--- src/rtl/vnp_pkg.sv ---
`timescale 1ns / 1ps
`default_nettype none

package vnp_pkg;

  // reset value of the connection id length limit
  localparam logic [7:0] CID_LIMIT_RESET = 8'd20;

  // result kinds
  typedef enum logic [2:0] {
    K_DCID = 3'd0,
    K_SCID = 3'd1,
    K_WORD = 3'd2,
    K_END  = 3'd3,
    K_ERR  = 3'd4
  } kind_t;

  // status codes
  typedef enum logic [2:0] {
    S_OK        = 3'd0,
    S_VER_NZ    = 3'd1,
    S_DCID_LONG = 3'd2,
    S_SCID_LONG = 3'd3,
    S_TRUNC     = 3'd4
  } status_t;

  // parser phases, one-hot
  typedef enum logic [5:0] {
    PH_VER  = 6'b000001,
    PH_DLEN = 6'b000010,
    PH_DCID = 6'b000100,
    PH_SLEN = 6'b001000,
    PH_SCID = 6'b010000,
    PH_LIST = 6'b100000
  } phase_t;

  // one packet byte held in the input register
  typedef struct packed {
    logic [7:0] data_byte;
    logic       packet_end;
  } in_item_t;

  // one result transaction
  typedef struct packed {
    kind_t       kind;
    logic [31:0] value;
    logic [15:0] position;
    status_t     status;
    logic        last;
  } res_t;

  // parser state
  typedef struct packed {
    phase_t      phase;
    logic [7:0]  field_remaining;
    logic [1:0]  byte_in_word;
    logic [23:0] word_accumulator;
    logic [15:0] word_index;
    logic        discarding;
  } st_t;

  localparam st_t ST_RESET = '{
    phase:            PH_VER,
    field_remaining:  8'd0,
    byte_in_word:     2'd0,
    word_accumulator: 24'd0,
    word_index:       16'd0,
    discarding:       1'b0
  };

endpackage

`default_nettype wire

--- src/rtl/vnp_in_stage.sv ---
`timescale 1ns / 1ps
`default_nettype none

module vnp_in_stage (
  input  wire logic              clk,
  input  wire logic              rst,
  input  wire logic              s_valid,
  output logic                   s_ready,
  input  wire vnp_pkg::in_item_t s_item,
  output logic                   item_valid,
  output vnp_pkg::in_item_t      item,
  input  wire logic              advance
);
  import vnp_pkg::*;

  logic load;

  // stage can take a byte when empty or when its byte moves on
  assign s_ready = !item_valid || advance;
  assign load    = s_valid && s_ready;

  // valid flag
  always_ff @(posedge clk) begin
    if (rst) begin
      item_valid <= 1'b0;
    end else if (load) begin
      item_valid <= 1'b1;
    end else if (advance) begin
      item_valid <= 1'b0;
    end
  end

  // payload
  always_ff @(posedge clk) begin
    if (load) begin
      item <= s_item;
    end
  end

endmodule

`default_nettype wire

--- src/rtl/vnp_parser.sv ---
`timescale 1ns / 1ps
`default_nettype none

module vnp_parser (
  input  wire logic              clk,
  input  wire logic              rst,
  input  wire logic              cid_limit_wr_en,
  input  wire logic [7:0]        cid_limit_wr_data,
  input  wire logic              fire,
  input  wire vnp_pkg::in_item_t item,
  output logic                   res_valid,
  output vnp_pkg::res_t          res
);
  import vnp_pkg::*;

  logic [7:0] cid_limit;
  st_t        st;
  st_t        st_next;
  st_t        st_work;
  logic       do_fail;
  status_t    fail_status;
  logic       do_restart;
  logic [7:0] b;
  logic       pend;

  assign b    = item.data_byte;
  assign pend = item.packet_end;

  // connection id length limit
  always_ff @(posedge clk) begin
    if (rst) begin
      cid_limit <= CID_LIMIT_RESET;
    end else if (cid_limit_wr_en) begin
      cid_limit <= cid_limit_wr_data;
    end
  end

  // per-byte state update and result
  always_comb begin
    st_work     = st;
    res_valid   = 1'b0;
    res         = '{kind: K_DCID, value: 32'd0, position: 16'd0, status: S_OK, last: 1'b0};
    do_fail     = 1'b0;
    fail_status = S_OK;
    do_restart  = 1'b0;

    if (st.discarding) begin
      // drop bytes until the packet ends
      do_restart = pend;
    end else begin
      unique case (st.phase)
        PH_DLEN: begin
          if (b > cid_limit) begin
            do_fail     = 1'b1;
            fail_status = S_DCID_LONG;
          end else if (pend) begin
            do_fail     = 1'b1;
            fail_status = S_TRUNC;
          end else begin
            st_work.field_remaining = b;
            st_work.word_index      = 16'd0;
            st_work.phase           = (b != 8'd0) ? PH_DCID : PH_SLEN;
          end
        end
        PH_DCID: begin
          if (pend) begin
            do_fail     = 1'b1;
            fail_status = S_TRUNC;
          end else begin
            res_valid               = 1'b1;
            res.kind                = K_DCID;
            res.value               = {24'd0, b};
            res.position            = st.word_index;
            st_work.word_index      = st.word_index + 16'd1;
            st_work.field_remaining = st.field_remaining - 8'd1;
            if (st.field_remaining == 8'd1) begin
              st_work.phase = PH_SLEN;
            end
          end
        end
        PH_SLEN: begin
          if (b > cid_limit) begin
            do_fail     = 1'b1;
            fail_status = S_SCID_LONG;
          end else if (pend) begin
            if (b != 8'd0) begin
              do_fail     = 1'b1;
              fail_status = S_TRUNC;
            end else begin
              res_valid  = 1'b1;
              res.kind   = K_END;
              res.last   = 1'b1;
              do_restart = 1'b1;
            end
          end else begin
            st_work.field_remaining  = b;
            st_work.word_index       = 16'd0;
            st_work.byte_in_word     = 2'd0;
            st_work.word_accumulator = 24'd0;
            st_work.phase            = (b != 8'd0) ? PH_SCID : PH_LIST;
          end
        end
        PH_SCID: begin
          if (pend && st.field_remaining != 8'd1) begin
            do_fail     = 1'b1;
            fail_status = S_TRUNC;
          end else begin
            res_valid    = 1'b1;
            res.kind     = K_SCID;
            res.value    = {24'd0, b};
            res.position = st.word_index;
            res.last     = pend;
            if (pend) begin
              do_restart = 1'b1;
            end else if (st.field_remaining == 8'd1) begin
              st_work.field_remaining  = 8'd0;
              st_work.phase            = PH_LIST;
              st_work.word_index       = 16'd0;
              st_work.byte_in_word     = 2'd0;
              st_work.word_accumulator = 24'd0;
            end else begin
              st_work.word_index      = st.word_index + 16'd1;
              st_work.field_remaining = st.field_remaining - 8'd1;
            end
          end
        end
        PH_LIST: begin
          if (st.byte_in_word != 2'd3) begin
            st_work.word_accumulator = {st.word_accumulator[15:0], b};
            st_work.byte_in_word     = st.byte_in_word + 2'd1;
            if (pend) begin
              // partial word at the end is dropped
              res_valid    = 1'b1;
              res.kind     = K_END;
              res.position = st.word_index;
              res.last     = 1'b1;
              do_restart   = 1'b1;
            end
          end else begin
            res_valid    = 1'b1;
            res.kind     = K_WORD;
            res.value    = {st.word_accumulator, b};
            res.position = st.word_index;
            res.last     = pend;
            if (st.word_index != 16'hFFFF) begin
              st_work.word_index = st.word_index + 16'd1;
            end
            st_work.byte_in_word     = 2'd0;
            st_work.word_accumulator = 24'd0;
            do_restart               = pend;
          end
        end
        default: begin
          // version field, also any unused phase code
          if (st.byte_in_word != 2'd3) begin
            st_work.word_accumulator = {st.word_accumulator[15:0], b};
            st_work.byte_in_word     = st.byte_in_word + 2'd1;
            st_work.phase            = PH_VER;
            if (pend) begin
              do_fail     = 1'b1;
              fail_status = S_TRUNC;
            end
          end else begin
            st_work.byte_in_word     = 2'd0;
            st_work.word_accumulator = 24'd0;
            if (st.word_accumulator != 24'd0 || b != 8'd0) begin
              do_fail     = 1'b1;
              fail_status = S_VER_NZ;
            end else if (pend) begin
              do_fail     = 1'b1;
              fail_status = S_TRUNC;
            end else begin
              st_work.phase = PH_DLEN;
            end
          end
        end
      endcase
    end

    // error result replaces anything else, then drop the rest of the packet
    st_next = st_work;
    if (do_fail) begin
      res_valid          = 1'b1;
      res                = '{kind: K_ERR, value: 32'd0, position: 16'd0,
                             status: fail_status, last: 1'b1};
      st_next            = ST_RESET;
      st_next.discarding = !pend;
    end else if (do_restart) begin
      st_next = ST_RESET;
    end
  end

  // state register, moves once per processed byte
  always_ff @(posedge clk) begin
    if (rst) begin
      st <= ST_RESET;
    end else if (fire) begin
      st <= st_next;
    end
  end

  // every packet end leaves the parser at its start state
  a_end_restarts: assert property (@(posedge clk) disable iff (rst)
    fire && pend |=> st.phase == PH_VER && !st.discarding && st.byte_in_word == 2'd0)
    else $error("packet end did not restart the parser");

  // error and end results always close the packet
  a_close_last: assert property (@(posedge clk) disable iff (rst)
    res_valid && (res.kind == K_ERR || res.kind == K_END) |-> res.last)
    else $error("closing result without last");

  // state holds while no byte is processed
  a_hold: assert property (@(posedge clk) disable iff (rst)
    !fire |=> $stable(st))
    else $error("parser state moved without a byte");

  // partial word bytes only exist in the version and list phases
  a_biw_phase: assert property (@(posedge clk) disable iff (rst)
    st.byte_in_word != 2'd0 |-> st.phase == PH_VER || st.phase == PH_LIST)
    else $error("word byte count outside version or list phase");

endmodule

`default_nettype wire

--- src/rtl/vnp_out_reg.sv ---
`timescale 1ns / 1ps
`default_nettype none

module vnp_out_reg (
  input  wire logic          clk,
  input  wire logic          rst,
  input  wire logic          load,
  input  wire vnp_pkg::res_t res_in,
  output logic               space,
  output logic               m_valid,
  input  wire logic          m_ready,
  output vnp_pkg::res_t      m_res
);
  import vnp_pkg::*;

  // register is free when empty or being taken this cycle
  assign space = !m_valid || m_ready;

  // valid flag
  always_ff @(posedge clk) begin
    if (rst) begin
      m_valid <= 1'b0;
    end else if (load) begin
      m_valid <= 1'b1;
    end else if (m_ready) begin
      m_valid <= 1'b0;
    end
  end

  // payload
  always_ff @(posedge clk) begin
    if (load) begin
      m_res <= res_in;
    end
  end

endmodule

`default_nettype wire

--- src/rtl/version_negotiation_parser_top.sv ---
// Version negotiation packet parser.
// Slave stream: one packet byte per transaction in s_tdata, starting after the
// flag byte, with s_tlast on the final byte of the packet.
// Master stream: zero or one result per byte. m_tuser carries the kind
// (dcid byte, scid byte, supported version, end, error), m_tdata the value,
// position and status, m_tlast marks the final result of a packet.
// The user must write the connection id length limit through cid_limit_wr_en and
// cid_limit_wr_data only while no packet byte is in flight; not enforced here.
// Throughput is one byte per cycle while the receiver keeps taking results:
// the byte register, the single state update and the result register overlap.
// A taken byte waits in the byte register until the result register has room;
// its result, if any, is then registered and valid on the master side.
// When the receiver stalls, the result register holds and the byte register
// fills; after that s_tready drops until the result is taken.
// Reset (synchronous, active high) empties both registers, restarts parsing
// at the version field and sets the limit back to 20.
`timescale 1ns / 1ps
`default_nettype none

module version_negotiation_parser_top (
  input  wire logic        clk,
  input  wire logic        rst,
  // configuration write
  input  wire logic        cid_limit_wr_en,
  input  wire logic [7:0]  cid_limit_wr_data,
  // packet bytes
  input  wire logic        s_tvalid,
  output logic             s_tready,
  input  wire logic [7:0]  s_tdata,   // [7:0] data_byte
  input  wire logic        s_tlast,   // packet_end
  // results
  output logic             m_tvalid,
  input  wire logic        m_tready,
  output logic [55:0]      m_tdata,   // [31:0] value, [47:32] position, [50:48] status
  output logic [2:0]       m_tuser,   // [2:0] kind
  output logic             m_tlast    // last
);
  import vnp_pkg::*;

  in_item_t s_item;
  in_item_t item;
  logic     item_valid;
  logic     space;
  logic     fire;
  logic     res_valid;
  res_t     res;
  res_t     m_res;

  assign s_item = '{data_byte: s_tdata, packet_end: s_tlast};

  // a held byte is processed when the result register has room
  assign fire = item_valid && space;

  vnp_in_stage u_in (
    .clk        (clk),
    .rst        (rst),
    .s_valid    (s_tvalid),
    .s_ready    (s_tready),
    .s_item     (s_item),
    .item_valid (item_valid),
    .item       (item),
    .advance    (fire)
  );

  vnp_parser u_parser (
    .clk               (clk),
    .rst               (rst),
    .cid_limit_wr_en   (cid_limit_wr_en),
    .cid_limit_wr_data (cid_limit_wr_data),
    .fire              (fire),
    .item              (item),
    .res_valid         (res_valid),
    .res               (res)
  );

  vnp_out_reg u_out (
    .clk     (clk),
    .rst     (rst),
    .load    (fire && res_valid),
    .res_in  (res),
    .space   (space),
    .m_valid (m_tvalid),
    .m_ready (m_tready),
    .m_res   (m_res)
  );

  // pack the result transaction
  assign m_tdata = {5'd0, m_res.status, m_res.position, m_res.value};
  assign m_tuser = m_res.kind;
  assign m_tlast = m_res.last;

endmodule

`default_nettype wire

--- config.mk ---
export PLATFORM = sky130hd
export DESIGN_NAME = version_negotiation_parser_top
export DESIGN_NICKNAME = d
export VERILOG_FILES = /design/src/rtl/vnp_pkg.sv /design/src/rtl/vnp_in_stage.sv /design/src/rtl/vnp_parser.sv /design/src/rtl/vnp_out_reg.sv /design/src/rtl/version_negotiation_parser_top.sv
export SDC_FILE = /design/constraint.sdc
export NUM_CORES = 1
export LEC_CHECK = 0
export ABC_AREA = 0
export ABC_CLOCK_PERIOD_IN_PS = 9400
export BUFFER_PORTS_ARGS = -buffer_cell sky130_fd_sc_hd__buf_2
export CAP_MARGIN = 15
export CORE_ASPECT_RATIO = 1.1
export CORE_UTILIZATION = 40
export DETAILED_ROUTE_END_ITERATION = 6
export GPL_TIMING_DRIVEN = 0
export HOLD_SLACK_MARGIN = 0.06
export REMOVE_ABC_BUFFERS = 1
export SETUP_SLACK_MARGIN = 0.15
export SLEW_MARGIN = 10
export SYNTH_ARGS = -nofsm -noshare
export SYNTH_HDL_FRONTEND = slang
export SYNTH_HIERARCHICAL = 1
export SYNTH_SLANG_ARGS = --single-unit
--- constraint.sdc ---
create_clock -name clk -period 9.4 [get_ports clk]
set_input_delay 2.35 -clock clk [delete_from_list [all_inputs] [get_ports clk]]
set_output_delay 2.35 -clock clk [all_outputs]
set_load 0.005 [all_outputs]
==> results <==
- The run finished with clean final reports.
- The flop-to-flop setup slack is around 5.6 ns.
- The worst register-to-register path ends at u_out/m_res[29].
- The placeable core region is 14,600 sq um.
- The number of vias after detailed routing is 4,426.
- The maximum number of pins on one net before global-route repair is 42.
- Setup violations remaining at the end of the flow were counted as 0.
- The HPWL after detailed placement is between 9 and 10 mm.
- The final net count is between 600 and 700.
- Walking the worst path, the cells encountered are buf_2 -> nand2b_4 -> and2_1 -> nand2b_4 -> buf_2.
- The final number of max-transition violations came to 0.
- The count of warnings emitted by yosys is 6.
- Including well taps, the total number of placed cells is 807.
- The standby leakage power is 2.71 nW.
- The first global-routing pass estimated 22.0 mm of wire.
- The aggregate routed wire length is 13.2 mm.
- The path class of the lowest-slack min-delay path is reg -> reg.
- The total number of H-tree levels is 4.
- The launch instance of the worst register-to-register path is u_in/item[6].
- IR analysis of the VDD net gives a maximum drop of 0.132 mV.
- STA puts the critical path data required time at 7.05 ns.
- The largest individual stage delay along the critical path comes from the cell sky130_fd_sc_hd__and2_1.
- The number of enable-type register cells in the synthesized netlist is 64.
- At the pin with the least slew margin, the transition time is ~1.0 ns.
- The chip width is 120 um.
- The root buffer cell is sky130_fd_sc_hd__clkbuf_16.
- After synthesis, flip-flops and latches occupy 53.6% of the total area.
- Counting flops and latches in the post-synthesis netlist gives 131.
- After floorplanning, the core was divided into 46 placement rows.
- Of the available clock period, the critical path in the final layout requires between 50% and 60%.
- The clock-pin slew of the registers on the worst-case setup and hold paths is 0.06 ns.
- The worst setup path is launched from an input pin.
- The final setup TNS is 0 ns.
- In the layout the commonest cells are sky130_fd_sc_hd__buf_2, sky130_fd_sc_hd__dfxtp_1, sky130_fd_sc_hd__edfxtp_1.
- The hold violation total from the final report is 0.
- The dominant cell type by area after synthesis is sky130_fd_sc_hd__edfxtp_1.
- Measured along the y axis, the die boundary spans 131 um.
- The tightest slew margin relative to the limit is 31.6%.
- The most common cell after layout, fill and taps aside is sky130_fd_sc_hd__buf_2.
- The number of top-level pins is 84.
- After synthesis, the mean cell area works out to about 11 sq um.
- The CTS buffer count is 17.
- The clock period could shrink to approximately 5.5 ns.
- The maximum clock path buffer count is 2.
- The main flop type after synthesis is sky130_fd_sc_hd__dfxtp_1.
- The critical path class is in -> out.
- The most critical setup path has its startpoint at m_tready.
- The count of hold-fix buffers inserted at cts is 0.
- The post-synthesis instance area is 6090 sq um.
- In this run the remaining antenna-violating nets after routing total 0.
- At the worst endpoint, the arrival time is 3.12 ns.
- The post-CTS setup buffer count is 0.
- The critical hold path startpoint is u_parser/cid_limit[2].
- The via count normalized by instance count is 5.28.
- For this run, the detailed router's first-pass iteration total came to 4.
- The largest single stage delay on the critical path is 0.27 ns.
- The tree built by TritonCTS fans out to 131 sinks.
- The layout cell share with drive strength beyond 1 is between 20% and 30%.
- For this run, design rule violations remaining after detail routing come to 0.
- The number of antenna violations at the first check in global routing is 0.
- The overall global routing resource usage is 18.0%.
- Synthesis produced 563 cells.
- On the final layout, the worst clock skew is around 0.0076 ns.
- The nature of the critical path endpoint is a primary output.
- For the worst flop-to-flop path, the logic depth is 10.
- Of all nets on the critical path, the largest fanout is 6.
- The power per standard cell area is approximately 190 nW/um^2.
- The number of max-capacitance violations reported is 0.
- The synthesis-to-finish area growth is 18.5%.
- The number of standard cells in the layout, taps in and fillers out is ~840.
- The floorplan die area is 15,700 sq um.
- At the end of routability-driven placement, the weighted congestion stood at roughly 0.85.
- 0 antenna diodes ended up in the layout.
- TritonCTS built the clock tree.
- The initial utilization of the core area, before any placement, comes to 41.7%.
- The proportion of synthesized flip-flops having asynchronous set or reset is 0%.
- The count of routing violations after the opening detailed-route iteration is 259.
- Clock latency on the worst-skew pair, taken at its later pin, is roughly 0.42 ns.
- The top cell type by area accounts for a little under a third of the synthesized area.
- By area the synthesized netlist is led by sky130_fd_sc_hd__edfxtp_1, sky130_fd_sc_hd__dfxtp_1, sky130_fd_sc_hd__a22o_1.
- The tightest hold margin is 0.492 ns.
- The quantity of gates resized following cts is 0.
- The via count of the first global-routing pass is 4,297.
- The number of different library cells used by synthesis comes to 76.
- The endpoint of the most critical setup path is s_tready.
- In this run the tool buffered the top-level ports with 78 buffer cells.
- Setup repair after global routing left no endpoint under its margin.
- The average detailed-routed wire length per instance is 15.8 um.
- The maximum achievable frequency is approximately 180 MHz.
- The global route total overflow is 0.
## synth_stat cells, drive strengths merged, types with 2 or more instances
master    n
a211o     2
a211oi    3
a21o      5
a21oi    19
a22o     40
a22oi     9
a31oi     4
a32oi     2
and2     55
and3      5
and4      2
buf      17
clkbuf   14
dfxtp    67
edfxtp   64
ha       12
inv      18
mux2      2
mux2i     6
nand2    37
nand2b    6
nand3     8
nand4     6
nor2     46
nor2b     6
nor3     12
nor3b     3
nor4     11
o211ai    2
o21ai    36
o2bb2ai   5
o31ai     5
or3       3
or3b      4
xor2      5
## metal layers
| metal | vias up | track usage, % | wire length, um |
|---|---|---|---|
| li1 | 2215 | - | - |
| met1 | 2094 | 23.2 | 6260 |
| met2 | 95 | 28.0 | 6150 |
| met3 | 22 | 5.25 | 514 |
| met4 | 0 | 7.85 | 303 |
| met5 | - | 0 | 0 |
## layout make-up
type / instances / area [sq um]
inverter: 18 / 67.6
sequential: 131 / 3260
fill: 1368 / 7400
timing repair buffer: 79 / 410
multi-input combinational: 387 / 2600
clock inverter: 14 / 195
clock buffer: 18 / 439
tap: 192 / 240
## worst max-delay path, delay by kind of cell
kind	cells	cell delay, ns
buffers and inverters	2	0.18
and+or+nand+nor	3	0.58
## state kept, by name, indices dropped and copies added (netlist names)
signal and flops:
u_in/item 9, u_in/item_valid 1, u_out/m_res 55, u_out/m_valid 1, u_parser/cid_limit 8, u_parser/st 57
## worst min-delay path by stage
| stage | to | slack, ns | cells after the start |
|---|---|---|---|
| after floorplan | u_parser/st[42] | 0.45 | 1 |
| after global placement | u_parser/st[42] | 0.47 | 1 |
| after detailed placement | u_parser/st[42] | 0.47 | 1 |
| after CTS | u_parser/st[42] | 0.49 | 1 |
| after global routing | u_parser/cid_limit[2] | 0.52 | 2 |
| final | u_parser/cid_limit[2] | 0.49 | 2 |
## stage by stage
stage          power, mW  utilization (%)  worst slack [ns]  instance area [sq um]
5_1_grt             1.46             49.3              3.90                   7210
6_report            1.40             49.3              3.93                   7210
2_1_floorplan      0.679                -              4.24                   5930
3_5_place_dp       0.714             45.0              3.94                   6580
3_3_place_gp       0.711             44.8              3.93                   6560
4_1_cts             1.42             49.3              3.93                   7210
## where the power goes
| part | leakage, nW | switching [mW] | internal [mW] | total [mW] |
|---|---|---|---|---|
| clock | 0.303 | 0.251 | 0.453 | 0.704 |
| combinational | 1.33 | 0.0430 | 0.0282 | 0.0712 |
| sequential | 1.08 | 0.0116 | 0.617 | 0.629 |
| total | 2.71 | 0.305 | 1.10 | 1.40 |
## cell families after synthesis
group,Yosys count,share of synthesized area (%)
AND/OR/NAND/NOR,211,19.8
AO/OA/AOI/OAI,145,17.8
flip-flops,131,53.6
buffers and inverters,49,4.05
adder cells (fa/ha/maj),12,2.47
multiplexers,8,1.36
XOR/XNOR,6,0.863
other,1,0.0616
Note: power is estimated with default switching activity, not from simulation.
